File: src/hdl/utc_pkg.sv
`default_nettype none

package utc_pkg;

   typedef enum logic [1:0] {
      STATUS_OK            = 2'd0,
      STATUS_ODD_LENGTH    = 2'd1,
      STATUS_UNPAIRED_HIGH = 2'd2,
      STATUS_BAD_PAIR      = 2'd3
   } status_type;

   typedef enum logic [1:0] {
      JOB_RAW  = 2'd0,
      JOB_CODE = 2'd1,
      JOB_MARK = 2'd2
   } job_kind_type;

   // A raw job carries up to three bytes, lowest byte first. A code job carries a
   // code point in the low 21 bits. A mark job carries no byte, only its status.
   typedef struct packed {
      job_kind_type kind;
      logic [1:0]   raw_count;
      logic [23:0]  data;
      status_type   status;
      logic         last;
   } job_type;

   localparam logic [7:0]  UTF8_MARK_0        = 8'hEF;
   localparam logic [7:0]  UTF8_MARK_1        = 8'hBB;
   localparam logic [7:0]  UTF8_MARK_2        = 8'hBF;
   localparam logic [7:0]  UTF16_MARK_FF      = 8'hFF;
   localparam logic [7:0]  UTF16_MARK_FE      = 8'hFE;
   localparam logic [5:0]  HIGH_SURR_TAG      = 6'b110110;
   localparam logic [5:0]  LOW_SURR_TAG       = 6'b110111;
   localparam logic [20:0] SUPPLEMENTARY_BASE = 21'h10000;

endpackage

`default_nettype wire

File: src/hdl/utc_if.sv
`default_nettype none

interface utc_req_if;
   logic       valid;
   logic       ready;
   logic [7:0] in_byte;
   logic       in_last;

   modport source (output valid, output in_byte, output in_last, input ready);
   modport sink (input valid, input in_byte, input in_last, output ready);
endinterface

interface utc_rsp_if;
   logic       valid;
   logic       ready;
   logic [7:0] out_byte;
   logic       has_byte;
   logic       out_last;
   logic [1:0] status;

   modport source (output valid, output out_byte, output has_byte, output out_last,
                   output status, input ready);
   modport sink (input valid, input out_byte, input has_byte, input out_last,
                 input status, output ready);
endinterface

`default_nettype wire

File: src/hdl/utc_front.sv
`default_nettype none

module utc_front (
   input  wire logic          clock,
   input  wire logic          reset,
   utc_req_if.sink            req_bus,
   input  wire logic          queue_full,
   output logic               push_valid,
   output utc_pkg::job_type   push_job
);
   import utc_pkg::*;

   typedef enum logic [3:0] {
      MODE_DETECT = 4'b0001,
      MODE_PASS   = 4'b0010,
      MODE_LE     = 4'b0100,
      MODE_BE     = 4'b1000
   } mode_type;

   mode_type    mode_ff, mode_in;
   logic [1:0]  head_count_ff, head_count_in;
   logic [7:0]  head_byte_ff, head_byte_in;
   logic [7:0]  half_unit_ff, half_unit_in;
   logic        half_pending_ff, half_pending_in;
   logic [9:0]  high_surr_ff, high_surr_in;
   logic        high_pending_ff, high_pending_in;
   logic        dropping_ff, dropping_in;

   logic        accept;
   logic [7:0]  in_byte;
   logic        in_last;
   logic [15:0] unit;
   logic        job_made;
   job_type     job;

   assign in_byte       = req_bus.in_byte;
   assign in_last       = req_bus.in_last;
   assign req_bus.ready = !queue_full;
   assign accept        = req_bus.valid && !queue_full;
   assign unit          = (mode_ff == MODE_LE) ? {in_byte, half_unit_ff}
                                               : {half_unit_ff, in_byte};

   always_comb begin
      mode_in         = mode_ff;
      head_count_in   = head_count_ff;
      head_byte_in    = head_byte_ff;
      half_unit_in    = half_unit_ff;
      half_pending_in = half_pending_ff;
      high_surr_in    = high_surr_ff;
      high_pending_in = high_pending_ff;
      dropping_in     = dropping_ff;
      job_made        = 1'b0;
      job.kind        = JOB_RAW;
      job.raw_count   = 2'd1;
      job.data        = {16'd0, in_byte};
      job.status      = STATUS_OK;
      job.last        = in_last;

      if (accept && !dropping_ff) begin
         case (mode_ff)
            MODE_DETECT: begin
               case (head_count_ff)
                  2'd0: begin
                     if (!in_last && (in_byte == UTF8_MARK_0 || in_byte == UTF16_MARK_FF ||
                                      in_byte == UTF16_MARK_FE)) begin
                        head_byte_in  = in_byte;
                        head_count_in = 2'd1;
                     end else begin
                        job_made = 1'b1;
                        mode_in  = MODE_PASS;
                     end
                  end
                  2'd1: begin
                     head_count_in = 2'd0;
                     if (head_byte_ff == UTF8_MARK_0 && in_byte == UTF8_MARK_1 && !in_last) begin
                        head_count_in = 2'd2;
                     end else if (head_byte_ff == UTF16_MARK_FF && in_byte == UTF16_MARK_FE) begin
                        mode_in = MODE_LE;
                     end else if (head_byte_ff == UTF16_MARK_FE && in_byte == UTF16_MARK_FF) begin
                        mode_in = MODE_BE;
                     end else begin
                        job_made      = 1'b1;
                        job.raw_count = 2'd2;
                        job.data      = {8'd0, in_byte, head_byte_ff};
                        mode_in       = MODE_PASS;
                     end
                  end
                  default: begin
                     head_count_in = 2'd0;
                     mode_in       = MODE_PASS;
                     if (in_byte != UTF8_MARK_2) begin
                        job_made      = 1'b1;
                        job.raw_count = 2'd3;
                        job.data      = {in_byte, UTF8_MARK_1, UTF8_MARK_0};
                     end
                  end
               endcase
            end
            MODE_PASS: begin
               job_made = 1'b1;
            end
            MODE_LE, MODE_BE: begin
               if (!half_pending_ff) begin
                  half_unit_in    = in_byte;
                  half_pending_in = 1'b1;
                  if (in_last) begin
                     job_made   = 1'b1;
                     job.kind   = JOB_MARK;
                     job.status = STATUS_ODD_LENGTH;
                  end
               end else begin
                  half_pending_in = 1'b0;
                  if (high_pending_ff) begin
                     high_pending_in = 1'b0;
                     job_made        = 1'b1;
                     if (unit[15:10] != LOW_SURR_TAG) begin
                        job.kind    = JOB_MARK;
                        job.status  = STATUS_BAD_PAIR;
                        dropping_in = 1'b1;
                     end else begin
                        job.kind = JOB_CODE;
                        job.data = {3'd0, SUPPLEMENTARY_BASE +
                                          {1'b0, high_surr_ff, unit[9:0]}};
                     end
                  end else if (unit[15:10] == HIGH_SURR_TAG) begin
                     high_surr_in    = unit[9:0];
                     high_pending_in = 1'b1;
                     if (in_last) begin
                        job_made   = 1'b1;
                        job.kind   = JOB_MARK;
                        job.status = STATUS_UNPAIRED_HIGH;
                     end
                  end else begin
                     job_made = 1'b1;
                     job.kind = JOB_CODE;
                     job.data = {8'd0, unit};
                  end
               end
            end
            default: begin
               mode_in = MODE_DETECT;
            end
         endcase
      end

      if (accept && in_last) begin
         if (!dropping_ff && !job_made) begin
            job_made   = 1'b1;
            job.kind   = JOB_MARK;
            job.status = STATUS_OK;
         end
         mode_in         = MODE_DETECT;
         head_count_in   = 2'd0;
         half_pending_in = 1'b0;
         high_pending_in = 1'b0;
         dropping_in     = 1'b0;
      end
   end

   assign push_valid = job_made;
   assign push_job   = job;

   always_ff @(posedge clock) begin
      if (reset) begin
         mode_ff         <= MODE_DETECT;
         head_count_ff   <= 2'd0;
         half_pending_ff <= 1'b0;
         high_pending_ff <= 1'b0;
         dropping_ff     <= 1'b0;
      end else begin
         mode_ff         <= mode_in;
         head_count_ff   <= head_count_in;
         half_pending_ff <= half_pending_in;
         high_pending_ff <= high_pending_in;
         dropping_ff     <= dropping_in;
      end
   end

   always_ff @(posedge clock) begin
      head_byte_ff <= head_byte_in;
      half_unit_ff <= half_unit_in;
      high_surr_ff <= high_surr_in;
   end

endmodule

`default_nettype wire

File: src/hdl/utc_queue.sv
`default_nettype none

module utc_queue #(
   parameter int DEPTH = 2
) (
   input  wire logic             clock,
   input  wire logic             reset,
   input  wire logic             push_valid,
   input  wire utc_pkg::job_type push_job,
   output logic                  full,
   output logic                  pop_valid,
   output utc_pkg::job_type      pop_job,
   input  wire logic             pop_ready
);
   import utc_pkg::*;

   localparam int PTR_W = (DEPTH > 1) ? $clog2(DEPTH) : 1;
   localparam int CNT_W = $clog2(DEPTH + 1);

   job_type            slot_ff [DEPTH];
   logic [PTR_W-1:0]   wr_ptr_ff, wr_ptr_in;
   logic [PTR_W-1:0]   rd_ptr_ff, rd_ptr_in;
   logic [CNT_W-1:0]   count_ff, count_in;
   logic               push;
   logic               pop;

   assign full      = (count_ff == CNT_W'(DEPTH));
   assign pop_valid = (count_ff != '0);
   assign pop_job   = slot_ff[rd_ptr_ff];
   assign push      = push_valid && !full;
   assign pop       = pop_valid && pop_ready;

   always_comb begin
      wr_ptr_in = wr_ptr_ff;
      rd_ptr_in = rd_ptr_ff;
      count_in  = count_ff;
      if (push) begin
         wr_ptr_in = (wr_ptr_ff == PTR_W'(DEPTH - 1)) ? '0 : wr_ptr_ff + 1'b1;
      end
      if (pop) begin
         rd_ptr_in = (rd_ptr_ff == PTR_W'(DEPTH - 1)) ? '0 : rd_ptr_ff + 1'b1;
      end
      case ({push, pop})
         2'b10:   count_in = count_ff + CNT_W'(1);
         2'b01:   count_in = count_ff - CNT_W'(1);
         default: count_in = count_ff;
      endcase
   end

   always_ff @(posedge clock) begin
      if (reset) begin
         wr_ptr_ff <= '0;
         rd_ptr_ff <= '0;
         count_ff  <= '0;
      end else begin
         wr_ptr_ff <= wr_ptr_in;
         rd_ptr_ff <= rd_ptr_in;
         count_ff  <= count_in;
      end
   end

   always_ff @(posedge clock) begin
      if (push) begin
         slot_ff[wr_ptr_ff] <= push_job;
      end
   end

`ifndef SYNTHESIS
   a_no_push_when_full: assert property (@(posedge clock) disable iff (reset)
      push_valid |-> !full)
      else $error("job offered while the queue is full");

   a_count_grows: assert property (@(posedge clock) disable iff (reset)
      (push && !pop) |=> (count_ff == $past(count_ff) + CNT_W'(1)))
      else $error("queue count did not grow on a push");
`endif

endmodule

`default_nettype wire

File: src/hdl/utc_back.sv
`default_nettype none

module utc_back (
   input  wire logic             clock,
   input  wire logic             reset,
   input  wire logic             pop_valid,
   input  wire utc_pkg::job_type pop_job,
   output logic                  pop_ready,
   utc_rsp_if.source             rsp_bus
);
   import utc_pkg::*;

   logic        rsp_valid_ff, rsp_valid_in;
   logic [7:0]  rsp_byte_ff, rsp_byte_in;
   logic        rsp_has_ff, rsp_has_in;
   logic        rsp_last_ff, rsp_last_in;
   status_type  rsp_status_ff, rsp_status_in;
   logic [7:0]  rest_ff [3];
   logic [7:0]  rest_in [3];
   logic [1:0]  left_ff, left_in;
   logic        job_last_ff, job_last_in;

   logic        advance;
   logic [20:0] cp;
   logic [7:0]  enc [4];
   logic [2:0]  enc_count;
   logic        enc_has;
   status_type  enc_status;

   assign advance   = !rsp_valid_ff || rsp_bus.ready;
   assign pop_ready = advance && (left_ff == 2'd0);
   assign cp        = pop_job.data[20:0];

   always_comb begin
      enc[0]     = 8'd0;
      enc[1]     = 8'd0;
      enc[2]     = 8'd0;
      enc[3]     = 8'd0;
      enc_count  = 3'd1;
      enc_has    = 1'b1;
      enc_status = STATUS_OK;
      case (pop_job.kind)
         JOB_RAW: begin
            enc[0]    = pop_job.data[7:0];
            enc[1]    = pop_job.data[15:8];
            enc[2]    = pop_job.data[23:16];
            enc_count = {1'b0, pop_job.raw_count};
         end
         JOB_CODE: begin
            if (cp[20:7] == '0) begin
               enc[0] = cp[7:0];
            end else if (cp[20:11] == '0) begin
               enc[0]    = {3'b110, cp[10:6]};
               enc[1]    = {2'b10, cp[5:0]};
               enc_count = 3'd2;
            end else if (cp[20:16] == '0) begin
               enc[0]    = {4'b1110, cp[15:12]};
               enc[1]    = {2'b10, cp[11:6]};
               enc[2]    = {2'b10, cp[5:0]};
               enc_count = 3'd3;
            end else begin
               enc[0]    = {5'b11110, cp[20:18]};
               enc[1]    = {2'b10, cp[17:12]};
               enc[2]    = {2'b10, cp[11:6]};
               enc[3]    = {2'b10, cp[5:0]};
               enc_count = 3'd4;
            end
         end
         default: begin
            enc_has    = 1'b0;
            enc_status = pop_job.status;
         end
      endcase
   end

   always_comb begin
      rsp_valid_in  = rsp_valid_ff;
      rsp_byte_in   = rsp_byte_ff;
      rsp_has_in    = rsp_has_ff;
      rsp_last_in   = rsp_last_ff;
      rsp_status_in = rsp_status_ff;
      rest_in[0]    = rest_ff[0];
      rest_in[1]    = rest_ff[1];
      rest_in[2]    = rest_ff[2];
      left_in       = left_ff;
      job_last_in   = job_last_ff;
      if (advance) begin
         if (left_ff != 2'd0) begin
            rsp_valid_in  = 1'b1;
            rsp_byte_in   = rest_ff[0];
            rsp_has_in    = 1'b1;
            rsp_status_in = STATUS_OK;
            rsp_last_in   = job_last_ff && (left_ff == 2'd1);
            rest_in[0]    = rest_ff[1];
            rest_in[1]    = rest_ff[2];
            left_in       = left_ff - 2'd1;
         end else if (pop_valid) begin
            rsp_valid_in  = 1'b1;
            rsp_byte_in   = enc[0];
            rsp_has_in    = enc_has;
            rsp_status_in = enc_status;
            rsp_last_in   = pop_job.last && (enc_count == 3'd1);
            rest_in[0]    = enc[1];
            rest_in[1]    = enc[2];
            rest_in[2]    = enc[3];
            left_in       = 2'(enc_count - 3'd1);
            job_last_in   = pop_job.last;
         end else begin
            rsp_valid_in = 1'b0;
         end
      end
   end

   always_ff @(posedge clock) begin
      if (reset) begin
         rsp_valid_ff <= 1'b0;
         left_ff      <= 2'd0;
      end else begin
         rsp_valid_ff <= rsp_valid_in;
         left_ff      <= left_in;
      end
   end

   always_ff @(posedge clock) begin
      rsp_byte_ff   <= rsp_byte_in;
      rsp_has_ff    <= rsp_has_in;
      rsp_last_ff   <= rsp_last_in;
      rsp_status_ff <= rsp_status_in;
      rest_ff       <= rest_in;
      job_last_ff   <= job_last_in;
   end

   assign rsp_bus.valid    = rsp_valid_ff;
   assign rsp_bus.out_byte = rsp_byte_ff;
   assign rsp_bus.has_byte = rsp_has_ff;
   assign rsp_bus.out_last = rsp_last_ff;
   assign rsp_bus.status   = rsp_status_ff;

`ifndef SYNTHESIS
   a_pending_needs_output: assert property (@(posedge clock) disable iff (reset)
      (left_ff != 2'd0) |-> rsp_valid_ff)
      else $error("bytes pending behind an empty output register");

   a_last_ends_job: assert property (@(posedge clock) disable iff (reset)
      (rsp_valid_ff && rsp_last_ff) |-> (left_ff == 2'd0))
      else $error("final beat shown with bytes still pending");

   a_marker_kind: assert property (@(posedge clock) disable iff (reset)
      (rsp_valid_ff && !rsp_has_ff) |-> (rsp_last_ff || rsp_status_ff == STATUS_BAD_PAIR))
      else $error("marker beat that neither ends a file nor reports a bad pair");

   a_data_is_ok: assert property (@(posedge clock) disable iff (reset)
      (rsp_valid_ff && rsp_has_ff) |-> (rsp_status_ff == STATUS_OK))
      else $error("data beat with an error status");
`endif

endmodule

`default_nettype wire

File: src/hdl/utf16_to_utf8_transcoder.sv
`default_nettype none

// Converts a byte stream, one file at a time with the last byte marked, to UTF-8.
// A leading UTF-8 mark is stripped, a UTF-16 mark selects little- or big-endian
// decoding, and anything else passes through. Errors come in-stream as a beat with
// has_byte low and a nonzero status, after which the rest of the file is dropped;
// bytes already sent for that file must be discarded downstream. The front stage
// takes one input beat per cycle and turns it into at most one job, which waits in
// a QUEUE_DEPTH-entry queue; the back stage sends one result beat per cycle while
// the output is not stalled, and a job of several bytes holds the back stage until
// its last byte is sent. The input side stalls only when the queue is full. The job
// of an accepted byte goes into the queue, then the back stage registers its first
// result in the output register. Reset returns the block to the start of a file.
module utf16_to_utf8_transcoder #(
   parameter int QUEUE_DEPTH = 2
) (
   input  wire logic  clock,
   input  wire logic  reset,
   utc_req_if.sink    req_bus,
   utc_rsp_if.source  rsp_bus
);
   import utc_pkg::*;

   logic    push_valid;
   job_type push_job;
   logic    queue_full;
   logic    pop_valid;
   job_type pop_job;
   logic    pop_ready;

   utc_front u_front (
      .clock      (clock),
      .reset      (reset),
      .req_bus    (req_bus),
      .queue_full (queue_full),
      .push_valid (push_valid),
      .push_job   (push_job)
   );

   utc_queue #(
      .DEPTH (QUEUE_DEPTH)
   ) u_queue (
      .clock      (clock),
      .reset      (reset),
      .push_valid (push_valid),
      .push_job   (push_job),
      .full       (queue_full),
      .pop_valid  (pop_valid),
      .pop_job    (pop_job),
      .pop_ready  (pop_ready)
   );

   utc_back u_back (
      .clock     (clock),
      .reset     (reset),
      .pop_valid (pop_valid),
      .pop_job   (pop_job),
      .pop_ready (pop_ready),
      .rsp_bus   (rsp_bus)
   );

endmodule

`default_nettype wire

File: src/flat_wrapper.sv
// flat-port wrapper written by rule: the top's interface ports become plain ports
module utf16_to_utf8_transcoder_flat import utc_pkg::*;
#(
   parameter int QUEUE_DEPTH = 2
)
  (clock, reset, req_bus_valid, req_bus_in_byte, req_bus_in_last, req_bus_ready, rsp_bus_valid, rsp_bus_out_byte, rsp_bus_has_byte, rsp_bus_out_last, rsp_bus_status, rsp_bus_ready);
  utc_req_if req_bus_i ();
  utc_rsp_if rsp_bus_i ();
  input  wire logic clock;
  input  wire logic reset;
  input wire logic [$bits(req_bus_i.valid)-1:0] req_bus_valid;
  input wire logic [$bits(req_bus_i.in_byte)-1:0] req_bus_in_byte;
  input wire logic [$bits(req_bus_i.in_last)-1:0] req_bus_in_last;
  output wire logic [$bits(req_bus_i.ready)-1:0] req_bus_ready;
  output wire logic [$bits(rsp_bus_i.valid)-1:0] rsp_bus_valid;
  output wire logic [$bits(rsp_bus_i.out_byte)-1:0] rsp_bus_out_byte;
  output wire logic [$bits(rsp_bus_i.has_byte)-1:0] rsp_bus_has_byte;
  output wire logic [$bits(rsp_bus_i.out_last)-1:0] rsp_bus_out_last;
  output wire logic [$bits(rsp_bus_i.status)-1:0] rsp_bus_status;
  input wire logic [$bits(rsp_bus_i.ready)-1:0] rsp_bus_ready;
  assign req_bus_i.valid = req_bus_valid;
  assign req_bus_i.in_byte = req_bus_in_byte;
  assign req_bus_i.in_last = req_bus_in_last;
  assign req_bus_ready = req_bus_i.ready;
  assign rsp_bus_valid = rsp_bus_i.valid;
  assign rsp_bus_out_byte = rsp_bus_i.out_byte;
  assign rsp_bus_has_byte = rsp_bus_i.has_byte;
  assign rsp_bus_out_last = rsp_bus_i.out_last;
  assign rsp_bus_status = rsp_bus_i.status;
  assign rsp_bus_i.ready = rsp_bus_ready;
  utf16_to_utf8_transcoder #(.QUEUE_DEPTH(QUEUE_DEPTH)) u_core (.clock(clock), .reset(reset), .req_bus(req_bus_i), .rsp_bus(rsp_bus_i));
endmodule
File: config.mk
export PLATFORM = sky130hd
export DESIGN_NAME = utf16_to_utf8_transcoder_flat
export DESIGN_NICKNAME = d
export VERILOG_FILES = /design/src/hdl/utc_pkg.sv /design/src/hdl/utc_if.sv /design/src/hdl/utc_front.sv /design/src/hdl/utc_queue.sv /design/src/hdl/utc_back.sv /design/src/hdl/utf16_to_utf8_transcoder.sv /design/src/flat_wrapper.sv
export SDC_FILE = /design/constraint.sdc
export NUM_CORES = 1
export LEC_CHECK = 0
export ABC_AREA = 1
export CAP_MARGIN = 0
export CORE_MARGIN = 1
export CORE_UTILIZATION = 69
export CTS_CLUSTER_SIZE = 25
export DETAILED_ROUTE_END_ITERATION = 8
export DONT_BUFFER_PORTS = 1
export GPL_TIMING_DRIVEN = 0
export PLACE_DENSITY = 0.83
export SLEW_MARGIN = 20
export SYNTH_ARGS = -nofsm -noshare
export SYNTH_HDL_FRONTEND = slang
export SYNTH_SLANG_ARGS = --single-unit
export TNS_END_PERCENT = 20
File: constraint.sdc
create_clock -name clock -period 10 [get_ports clock]
set_input_delay 1.5 -clock clock [delete_from_list [all_inputs] [get_ports clock]]
set_output_delay 1.5 -clock clock [all_outputs]
set_load 0.03 [all_outputs]
# [Word-level counts from Yosys, hierarchy flattened]
# Memories as Yosys holds them, arrays and structs flattened. A register that Yosys moved wholly into a read port is not among the register bits.
# Index checks and enable logic that the tools add are counted.
# Widths: inputs -> output; s select.
[word_totals] latchBits=0 wordCells=197 regBits=79 mem_bits_rw=62 mem_count=1 output_inout_bits=14 rom_bits=0 in_bits=13
[mem_list] memory="u_core.u_queue.slot_ff" depth=2 width=31 rd=1 rd_clocked_by_memory_dff=1 wr=1 line_no="utc_queue.sv:20" source="job_type slot_ff [DEPTH];"
[op_classes] n_bitwise=5 add_sub_neg=7 n_mux=90 n_shift=0 eq_ne=24 div=0 n_reduce_logical=48 n_mul=0 magnitude_cmp=0
[op_table] operator="$mux 24" count=6
[op_table] operator="$mux 26" count=5
[op_table] operator="$pmux 24 s2" count=2
[op_table] operator="$mux 16" count=5
[op_table] operator="$eq 8x8->1 const B" count=7
[op_table] operator="$pmux 26 s2" count=1
[op_table] operator="$mux 2" count=21
[op_table] operator="$mux 21" count=2
[op_table] operator="$mux 8" count=5
[op_table] operator="$mux 30" count=1
[op_table] operator="$mux 1" count=28
[op_table] operator="$add 17x20->21 const A" count=1
[op_table] operator="$mux 4" count=4
[op_table] operator="$pmux 4 s2" count=2
[op_table] operator="$logic_and 1x1->1" count=14
[op_table] operator="$logic_not 14->1" count=1
[op_table] operator="$reduce_and 3->1" count=4
[op_table] operator="$logic_not 10->1" count=1
[op_table] operator="$reduce_and 5->1" count=2
[op_table] operator="$mux 3" count=3
[op_table] operator="$eq 2x1->1 const B" count=4
[op_table] operator="$ne 8x8->1 const B" count=1
[op_table] operator="$pmux 2 s2" count=2
[op_table] operator="$reduce_and 4->1" count=2
[op_table] operator="other kinds (26)" count=50

# [Logic depth before layout (Yosys ltp)]
# Gate-level depths: netlist of the first run.
[logic_depth] depth_word=15 mapped_depth=17 depth_no_buf=17

# [Modules after synthesis]
# Synthesis of the first run repeated with hierarchy kept, for this count alone.
[unflattened] cells_unflattened=834 hier_area_um2=7683.6
[by_module_without_submodules] module="utc_front" n_inst=1 cells_per_inst=385 area_each_um2=2731.4
[by_module_without_submodules] module="utc_queue" n_inst=1 cells_per_inst=136 area_each_um2=2502.4
[by_module_without_submodules] module="utc_back" n_inst=1 cells_per_inst=313 area_each_um2=2449.8

# [Least setup slack after synthesis of the first run]
# Ideal clock, no wire load.
[synth_path] path_kind="input -> register" from="in rsp_bus_ready" to="reg u_core.u_queue.count_ff[1]" required_ps=9930 setup_ps=70 slack_ps=5775 path_stages=10 arrival_time_ps=4155 path_cell_list="nor2_1 -> a21oi_1 -> inv_1 -> nor2_1 -> ha_1 -> inv_1 -> nand2_1 -> nor2_1 -> o21ai_0 -> a21oi_1"
[synth_between] elab_chain_len=5 word_cells_on_any_way=7 classes_between="eq/ne: 2; mux: 1; reduce/logical: 4"
[synth_lines] element="from (decl)" line_no="flat_wrapper.sv:20" source="input wire logic [$bits(rsp_bus_i.ready)-1:0] rsp_bus_ready;"
[synth_lines] element="$logic_or 1x1->1 *" line_no="utc_back.sv:30" source="assign advance = !rsp_valid_ff || rsp_bus.ready;"
[synth_lines] element="$logic_and 1x1->1 *" line_no="utc_back.sv:31" source="assign pop_ready = advance && (left_ff == 2'd0);"
[synth_lines] element="$logic_and 1x1->1 *" line_no="utc_queue.sv:31" source="assign pop = pop_valid && pop_ready;"
[synth_lines] element="via u_core.u_queue.pop" line_no="utc_queue.sv:25" source="logic pop;"
[synth_lines] element="$eq 2x1->1 / $eq 2x2->1 (equally long branches)" line_no="utc_queue.sv:43" source="case ({push, pop})"
[synth_lines] element="$pmux 2 s2 / $reduce_bool 2->1 (equally long branches)"
[synth_lines] element="to (signal assigned)" line_no="utc_queue.sv:58" source="count_ff <= count_in;"
[synth_lines] element="to (decl)" line_no="utc_queue.sv:23" source="logic [CNT_W-1:0] count_ff, count_in;"
# Mark *: on every way through the listed nets, which the timed path passes. The rest lies on a longest branch.
# A chain may end at the register's enable or synchronous reset.

# [Worst setup path after layout of the first run]
[layout_path] from="in req_bus_in_byte[3]" to="reg u_core.u_queue.count_ff[1]"
[layout_between] elab_chain_len=15 word_cells_on_any_way=34 classes_between="eq/ne: 8; mux: 15; reduce/logical: 11"
[layout_lines] element="from (decl)" line_no="flat_wrapper.sv:12" source="input wire logic [$bits(req_bus_i.in_byte)-1:0] req_bus_in_byte;"
[layout_lines] element="$eq 8x8->1 (on tied branches)" line_no="utc_front.sv:64, utc_front.sv:79"
[layout_lines] element="$logic_and 1x1->1 / $logic_or 1x1->1 (equally long branches)" line_no="utc_front.sv:79, utc_front.sv:64"
[layout_lines] element="$mux 1 / $logic_or 1x1->1 (equally long branches)" line_no="utc_front.sv:79, utc_front.sv:64"
[layout_lines] element="$mux 1 / $logic_and 1x1->1 (equally long branches)" line_no="utc_front.sv:77, utc_front.sv:64"
[layout_lines] element="$mux 1 (on tied branches)" line_no="utc_front.sv:75, utc_front.sv:64"
[layout_lines] element="$pmux 1 s2" line_no="utc_front.sv:62" source="case (head_count_ff)"
[layout_lines] element="$pmux 1 s3 *" line_no="utc_front.sv:60" source="case (mode_ff)"
[layout_lines] element="$mux 1 *" line_no="utc_front.sv:59" source="if (accept && !dropping_ff) begin"
[layout_lines] element="$logic_not 1->1" line_no="utc_front.sv:147" source="if (!dropping_ff && !job_made) begin"
[layout_lines] element="$logic_and 1x1->1" line_no="utc_front.sv:147"
[layout_lines] element="$mux 1" line_no="utc_front.sv:147"
[layout_lines] element="$mux 1 *" line_no="utc_front.sv:146" source="if (accept && in_last) begin"
[layout_lines] element="$logic_and 1x1->1 *" line_no="utc_queue.sv:30" source="assign push = push_valid && !full;"
[layout_lines] element="$eq 2x1->1 / $eq 2x2->1 (equally long branches)" line_no="utc_queue.sv:43"
[layout_lines] element="$pmux 2 s2 / $reduce_bool 2->1 (equally long branches)"
# Every way passes the cells marked *; elsewhere a longest branch is shown, timed or not.

==> flow_summary_export.csv, run 1 <==
group,metric,value,unit
layout,n_fill_cell,584,
route,remaining_drc_errors,0,
global_routing,grt_overflow,0,
floorplan,core,9955,um2
pwr,p_per_area,284.4,nW/um2
logic_synthesis,synth_nets,814,
clocking,clock-root-buffer,"clkbuf_8",
clocking,cts_buffers,17,
clocking,clock_sinks,141,
pwr,internal_power,1.374,mW
route,wl_per_cell,21.03,um
logic_synthesis,ys_types,42,
sta,setup_viol,0,
clocking,cts_tree,"yes",
clocking,post-cts-setup-buffers,0,
route,wl,20.31,mm
clocking,htreeDepth,4,
clocking,ctsResizeCount,0,
placed_design,placed_cells,934,
worst_setup_path,crit_required,10.47,ns
worst_setup_path,crit_slowest_cell,"nand3_1",
layout,finalNetCount,836,
pwr,leakagePower,3.170,nW
worst_setup_path,rrSetupSlack,7.11,ns
hold_path,min_path_type,"reg -> reg",
logic_synthesis,yosys_warnings,0,
sta,hold-worst-slack,0.4860,ns
sta,clock_skew,0.008510,ns
worst_setup_path,max_stage_delay,0.26,ns
pwr,power.share.switching,0.3966,
job,maxCapViolations,0,
route,first_pass_iters,7,
placed_design,gp_congestion,0.9435,
sta,max_freq,289.8,MHz
floorplan,fp.dieW,104.3,um
sta,slew_viol_final,0,
layout,final_layout_size_suffix_gt1_frac,0.1224,
global_routing,grt_max_degree,32,
layout,instances_no_fill,966,
floorplan,start_util,0.7249,
run_status,status,"complete, no violations",
sta,hold_violations,0,
logic_synthesis,ys_seq_area_frac,0.5632,
sta,fin_tns_setup,0,ns
worst_setup_path,worstPathCellList,"buf_2 > nand2_1 > nor2_1 > inv_1 > nor2_1 > nand2_1 > nand2_1 > inv_1 > nand3_1 > nand4_1 > nand2_1 > ha_1 > inv_1 > nand2_1 > nor2_1 > o21ai_0 > a21oi_1",
worst_setup_path,worst_setup_path_start_kind,"primary input",
clocking,clk_latency,0.54,ns
pwr,p_seq_frac,0.417,
route,num_vias,6150,
sta,worstMarginPinSlew,0.8569,ns
logic_synthesis,ys_ff_latch,141,
floorplan,die_h,104.3,um
floorplan,dieArea,10870,um2
worst_setup_path,arrival,3.92,ns
clocking,clk_path_buf_depth,2,
layout,area_growth,10.98,%
worst_setup_path,worst-setup-path-type,"in -> reg",
logic_synthesis,synth_area_per_cell,9.042,um2
worst_setup_path,crit_top_cell,"nand2_1",
pwr,p_comb_frac,0.323,
pwr,ir_drop,0.1874,mV
floorplan,ios,27,
sta,timing.final.crit_share,0.3451,
pwr,p_sw,0.9031,mW
sta,fin_crit,3.451,ns
floorplan,std_cell_rows,36,
route,drtIter0Drc,834,
logic_synthesis,synthCells,798,
layout,diodes,0,
placed_design,portBuffers,0,
worst_setup_path,end_kind,"flop",
sta,rsz0062_at_grt,"no",
sta,slew_headroom,0.4266,
route,vias_per_cell,6.366,
logic_synthesis,syn_area,7216,um2
global_routing,antenna_found_initial,0,
clocking,ctsHoldBuffers,0,
placed_design,dpl.hpwl,13.94,mm
worst_setup_path,crit_fanout,9,
global_routing,grt_usage,0.3944,
global_routing,grt_pass1_wl,31.91,mm
route,antenna_left,0,
global_routing,grt_pass1_vias,6177,
clocking,clk_pin_slew,0.06,ns
pwr,power.share.clock,0.260,
==> flip-flops by register name, indices dropped and copies added (netlist names), named ones only <==
name and count:
u_core.u_back.job_last_ff 1, u_core.u_back.left_ff 2, u_core.u_back.rest_ff 23, u_core.u_back.rsp_bus.has_byte 1, u_core.u_back.rsp_bus.out_byte 8, u_core.u_back.rsp_bus.out_last 1
u_core.u_back.rsp_bus.status 2, u_core.u_back.rsp_bus.valid 1, u_core.u_front.dropping_ff 1, u_core.u_front.half_pending_ff 1, u_core.u_front.half_unit_ff 8, u_core.u_front.head_byte_ff 8
u_core.u_front.head_count_ff 2, u_core.u_front.high_pending_ff 1, u_core.u_front.high_surr_ff 10, u_core.u_front.mode_ff 4, u_core.u_queue.count_ff 2, u_core.u_queue.rd_ptr_ff 1
u_core.u_queue.slot_ff 62, u_core.u_queue.wr_ptr_ff 1
==> worst max-delay path: cells and delay by family <==
kind	cells	cell delay, ns
AO/OA/AOI/OAI	2	0.21
adder cells (fa/ha/maj)	1	0.26
buffers and inverters	4	0.43
AND/OR/NAND/NOR	10	1.52
==> kinds of logic after synthesis <==
group	after synthesis	synth area share
XOR/XNOR	1	0.001214
AND/OR/NAND/NOR	368	0.2296
adder cells (fa/ha/maj)	3	0.005203
buffers and inverters	113	0.06381
AO/OA/AOI/OAI	165	0.1273
multiplexers	7	0.009711
flip-flops	141	0.5632
==> power groups by stage <==
stage	Clock (mW)	Sequential (mW)	Combinational, mW
4_1_cts	0.589	0.948	0.715
5_1_grt	0.613	0.959	0.791
6_report	0.591	0.950	0.736
3_5_place_dp	0	0.954	0.692
2_1_floorplan	0	0.944	0.476
3_3_place_gp	0	0.953	0.628
==> cell usage in the layout, fill, tap and decap left out, types with 9 or more instances in the layout <==
cell / instances
a21oi_1: 57
dfxtp_1: 17
clkbuf_16: 16
nor2_1: 79
buf_2: 9
nand3_1: 38
nor2_4: 10
o21ai_0: 33
o21ai_1: 33
nand4_1: 9
inv_2: 20
edfxtp_1: 124
nand2_1: 205
o22ai_1: 15
inv_1: 73
==> metal layers <==
| layer | track usage | routed length (um) | up-vias |
|---|---|---|---|
| met1 | 0.4485 | 7037 | 2789 |
| li1 | - | - | 2781 |
| met4 | 0.2643 | 1440 | 0 |
| met3 | 0.07832 | 1740 | 136 |
| met2 | 0.6731 | 10090 | 444 |
| met5 | 0 | 0 | - |
==> cell usage after synthesis, drive strengths merged <==
cell	count	area share
o21ai	73	0.054
a21oi	58	0.040
a22oi	4	0.0042
o21a	4	0.0042
nand3	40	0.030
nor3	7	0.0064
inv	93	0.048
mux2i	7	0.0097
a211oi	2	0.0021
dfxtp	17	0.047
nor4	1	0.00087
a21boi	1	0.0010
a31oi	2	0.0017
o31ai	1	0.0010
xnor2	1	0.0012
buf	12	0.011
edfxtp	124	0.52
or2	2	0.0017
nand2	211	0.11
o211ai	4	0.0042
clkbuf	8	0.0042
a32o	1	0.0014
o22ai	15	0.013
ha	3	0.0052
nand3b	1	0.0010
nor2	94	0.060
nand4	12	0.015
==> cell type report <==
class                           instances  area, um2  share of cell area
Timing Repair Buffer                    3      52.55            0.006563
Clock inverter                         15      133.9             0.01672
Sequential cell                       141       4064              0.5075
Clock buffer                           17      414.1             0.05172
Inverter                               93      349.1             0.04359
Multi-Input combinational cell        544       2716              0.3392
Tap cell                              133      166.4             0.02078
Buffer                                 20      111.4             0.01391
==> per-stage QoR <==
stage | instance area [um2] | worst slack (ns) | power [mW] | utilization
2_1_floorplan | 7216 | 5.775 | 1.420 | -
3_3_place_gp | 7382 | 4.990 | 1.582 | 0.7416
3_5_place_dp | 7460 | 5.930 | 1.646 | 0.7494
4_1_cts | 8008 | 6.449 | 2.252 | 0.8044
5_1_grt | 8008 | 6.364 | 2.363 | 0.8044
6_report | 8008 | 6.549 | 2.277 | 0.8044
==> final timing paths <==
path / start / cells past startpoint / end
max: req_bus_in_byte[3] / 17 / u_core.u_queue.count_ff[1]
min: u_core.u_queue.count_ff[1] / 1 / u_core.u_queue.count_ff[1]
max reg2reg: u_core.u_front.mode_ff[2] / 10 / u_core.u_front.high_surr_ff[3]
min reg2reg: u_core.u_queue.count_ff[1] / 1 / u_core.u_queue.count_ff[1]
Power figures use the tool's default switching activity.
==> inputs of run 2 (changes only) <==
--- a/config.mk
+++ b/config.mk
@@ -5,15 +5,15 @@
 export SDC_FILE = /design/constraint.sdc
 export NUM_CORES = 1
 export LEC_CHECK = 0
-export ABC_AREA = 1
+export ABC_AREA = 0
 export CAP_MARGIN = 0
 export CORE_MARGIN = 1
-export CORE_UTILIZATION = 69
+export CORE_UTILIZATION = 64
 export CTS_CLUSTER_SIZE = 25
 export DETAILED_ROUTE_END_ITERATION = 8
 export DONT_BUFFER_PORTS = 1
 export GPL_TIMING_DRIVEN = 0
-export PLACE_DENSITY = 0.83
+export PLACE_DENSITY = 0.78
 export SLEW_MARGIN = 20
 export SYNTH_ARGS = -nofsm -noshare
 export SYNTH_HDL_FRONTEND = slang
==> constraint.sdc (replaced) <==
create_clock -name clock -period 3.4 [get_ports clock]
set_input_delay 0.51 -clock clock [delete_from_list [all_inputs] [get_ports clock]]
set_output_delay 0.51 -clock clock [all_outputs]
set_load 0.03 [all_outputs]
==> flow_summary_export.csv, run 2 <==
group,metric,value,unit
logic_synthesis,yosys_warnings,0,
hold_path,min_path_type,"in -> reg",
worst_setup_path,crit_required,3.86,ns
worst_setup_path,crit_family,"compound AO/OA/AOI/OAI gates",
job,maxCapViolations,0,
worst_setup_path,worst_setup_path_start_kind,"flop",
floorplan,std_cell_rows,37,
sta,timing.final.crit_share,0.9569,
placed_design,gp_congestion,1.022,
route,wl_per_cell,23.81,um
global_routing,grt_usage,0.3445,
clocking,htreeDepth,4,
sta,hold-worst-slack,0.07553,ns
layout,layout_common_cells,"edfxtp_1 (124), nor2_1 (58), nand2_1 (44)",
worst_setup_path,arrival,3.71,ns
worst_setup_path,r2r_end,"u_core.u_back.left_ff[1]",
global_routing,grt_pass1_vias,5314,
sta,setup_viol,0,
placed_design,placed_cells,736,
layout,multiInputGateArea,2759,um2
run_status,status,"complete, no violations",
logic_synthesis,synth_flop_cell,"edfxtp_1",
worst_setup_path,path_buf_inv,1,
sta,fin_tns_setup,0,ns
logic_synthesis,synth_area_leaders,"edfxtp_1 (53%), dfxtp_1 (4.9%), mux2_2 (3.9%)",
sta,slew_headroom,0.3770,
layout,instances_no_fill,768,
logic_synthesis,ys_types,60,
logic_synthesis,synthCells,597,
layout,fin_util,0.7470,
worst_setup_path,end_kind,"flop",
sta,fin_crit,3.253,ns
global_routing,grt_overflow,0,
logic_synthesis,yosys.area.top_type_share,0.5350,
placed_design,portBuffers,0,
pwr,leakagePower,2.640,nW
floorplan,fp.dieW,106.3,um
sta,worstMarginPinSlew,0.9273,ns
route,num_vias,5352,
sta,slew_viol_final,0,
layout,finalNetCount,635,
global_routing,antenna_found_initial,0,
logic_synthesis,synth_area_per_cell,11.66,um2
logic_synthesis,synth_top_area_cell,"edfxtp_1",
sta,hold_violations,0,
logic_synthesis,async_flop_share,0,
global_routing,grt_max_degree,32,
route,remaining_drc_errors,0,
worst_setup_path,crit_top_cell,"o21ai_0",
floorplan,die_h,106.3,um
sta,rsz0062_at_grt,"no",
layout,seqCellArea,4064,um2
placed_design,dpl.hpwl,13.16,mm
clocking,ctsResizeCount,0,
clocking,cts_tree,"yes",
placed_design,dpl_worst_slack,0.2419,ns
clocking,clk_latency,0.53,ns
pwr,p_per_area,776.1,nW/um2
worst_setup_path,rrSetupSlack,0.15,ns
layout,largest-register,"u_core.u_queue.slot_ff",
floorplan,start_util,0.6682,
layout,finish.instance_area,7781,um2
layout,layout_commonest_cell,"edfxtp_1",
clocking,clock_sinks,141,
worst_setup_path,max_stage_delay,0.55,ns
route,drtIter0Drc,437,
clocking,clk_path_buf_depth,2,
clocking,clk_pin_slew,0.07,ns
clocking,cts_buffers,17,
clocking,post-cts-setup-buffers,0,
layout,largest_reg_flops,62,
hold_path,worstHoldStart,"req_bus_in_byte[4]",
worst_setup_path,crit_slowest_cell,"mux2i_1",
route,wl,18.29,mm
layout,n_fill_cell,719,
floorplan,dieArea,11300,um2
logic_synthesis,yosysMostFrequentCell,"edfxtp_1",
worst_setup_path,worst-setup-path-type,"reg -> reg",
floorplan,core,10420,um2
logic_synthesis,synth-edff-count,124,
sta,clock_skew,0.006997,ns
pwr,ir_drop,0.7058,mV
worst_setup_path,worstPathCellList,"buf_2 > mux2i_1 > o211ai_1 > or2_2 > o21ai_0 > a22oi_1 > ha_1 > o21ai_0 > or4_1 > a21oi_1",
layout,largestRegisters,"u_core.u_queue.slot_ff (62), u_core.u_back.rest_ff (23), u_core.u_front.high_surr_ff (10)",
route,antenna_left,0,
clocking,clock-root-buffer,"clkbuf_8",
layout,final_layout_size_suffix_gt1_frac,0.1313,
sta,max_freq,307.4,MHz
hold_path,holdPathStages,0,
logic_synthesis,syn_area,6960,um2
worst_setup_path,ff2ff_path_depth,10,
layout,area_growth,11.79,%
logic_synthesis,synth_nets,613,
clocking,ctsHoldBuffers,0,
hold_path,worstHoldEndpoint,"u_core.u_front.half_unit_ff[4]",
sta,fin_ws,0.1465,ns
logic_synthesis,ys_ff_latch,141,
placed_design,placed_area,7222,um2
route,first_pass_iters,8,
pwr,power,6.039,mW
global_routing,grt_pass1_wl,28.74,mm
layout,diodes,0,
worst_setup_path,crit_fanout,7,
logic_synthesis,synth_commonest_cells,"edfxtp_1 (124), nor2_1 (59), nand2_1 (44), o21ai_0 (33), mux2i_1 (25)",
logic_synthesis,ys_seq_area_frac,0.5839,
floorplan,ios,27,
route,vias_per_cell,6.969,
## run 2: metal layers
layer	wire, um	up-vias	share of wire	track usage
li1	-	2365	-	-
met1	6894	2577	0.38	0.4124
met2	9109	335	0.50	0.5802
met3	1330	75	0.073	0.07112
met4	953	0	0.052	0.1935
met5	0	-	0	0
## run 2: layout make-up
type / instances / share of cell area
Sequential cell: 141 / 0.5223
Multi-Input combinational cell: 413 / 0.3546
Clock buffer: 17 / 0.05322
Tap cell: 136 / 0.02187
Clock inverter: 15 / 0.01769
Buffer: 29 / 0.01592
Timing Repair Buffer: 3 / 0.007718
Inverter: 14 / 0.006753
## run 2: worst register-to-register path: cells and delay by family, from the launching register on
family | cells | cell delay (ns)
compound gates | 5 | 0.98
simple gates | 2 | 0.78
mux | 1 | 0.55
fa+ha+maj | 1 | 0.35
flops | 1 | 0.31
buf+inv | 1 | 0.21
## run 2: how the worst max path moves through the flow
stage                                         endpoint  cells past startpoint
after floorplan           u_core.u_queue.slot_ff[0][0]                      7
after detailed placement    u_core.u_queue.count_ff[1]                     10
after CTS                     u_core.u_back.left_ff[1]                     10
final                         u_core.u_back.left_ff[1]                     10
after global placement    u_core.u_queue.slot_ff[0][2]                      7
after global routing          u_core.u_back.left_ff[1]                     10
## run 2: power by group
| group | total, mW | internal (mW) | switching (mW) |
|---|---|---|---|
| clock | 1.71 | 0.978 | 0.737 |
| combinational | 1.57 | 0.536 | 1.04 |
| sequential | 2.75 | 2.43 | 0.322 |
## run 2: kinds of logic (layout without fill, tap and decap cells)
group	Yosys count	count (layout)	share of synthesized area
buffers and inverters	43	78	0.02535
adders and majority gates	3	3	0.005393
DFF	141	141	0.5839
muxes	49	49	0.07478
and+or+nand+nor	195	195	0.1438
AOI/OAI and AO/OA	158	158	0.1568
xor gates and xnor gates	8	8	0.01007
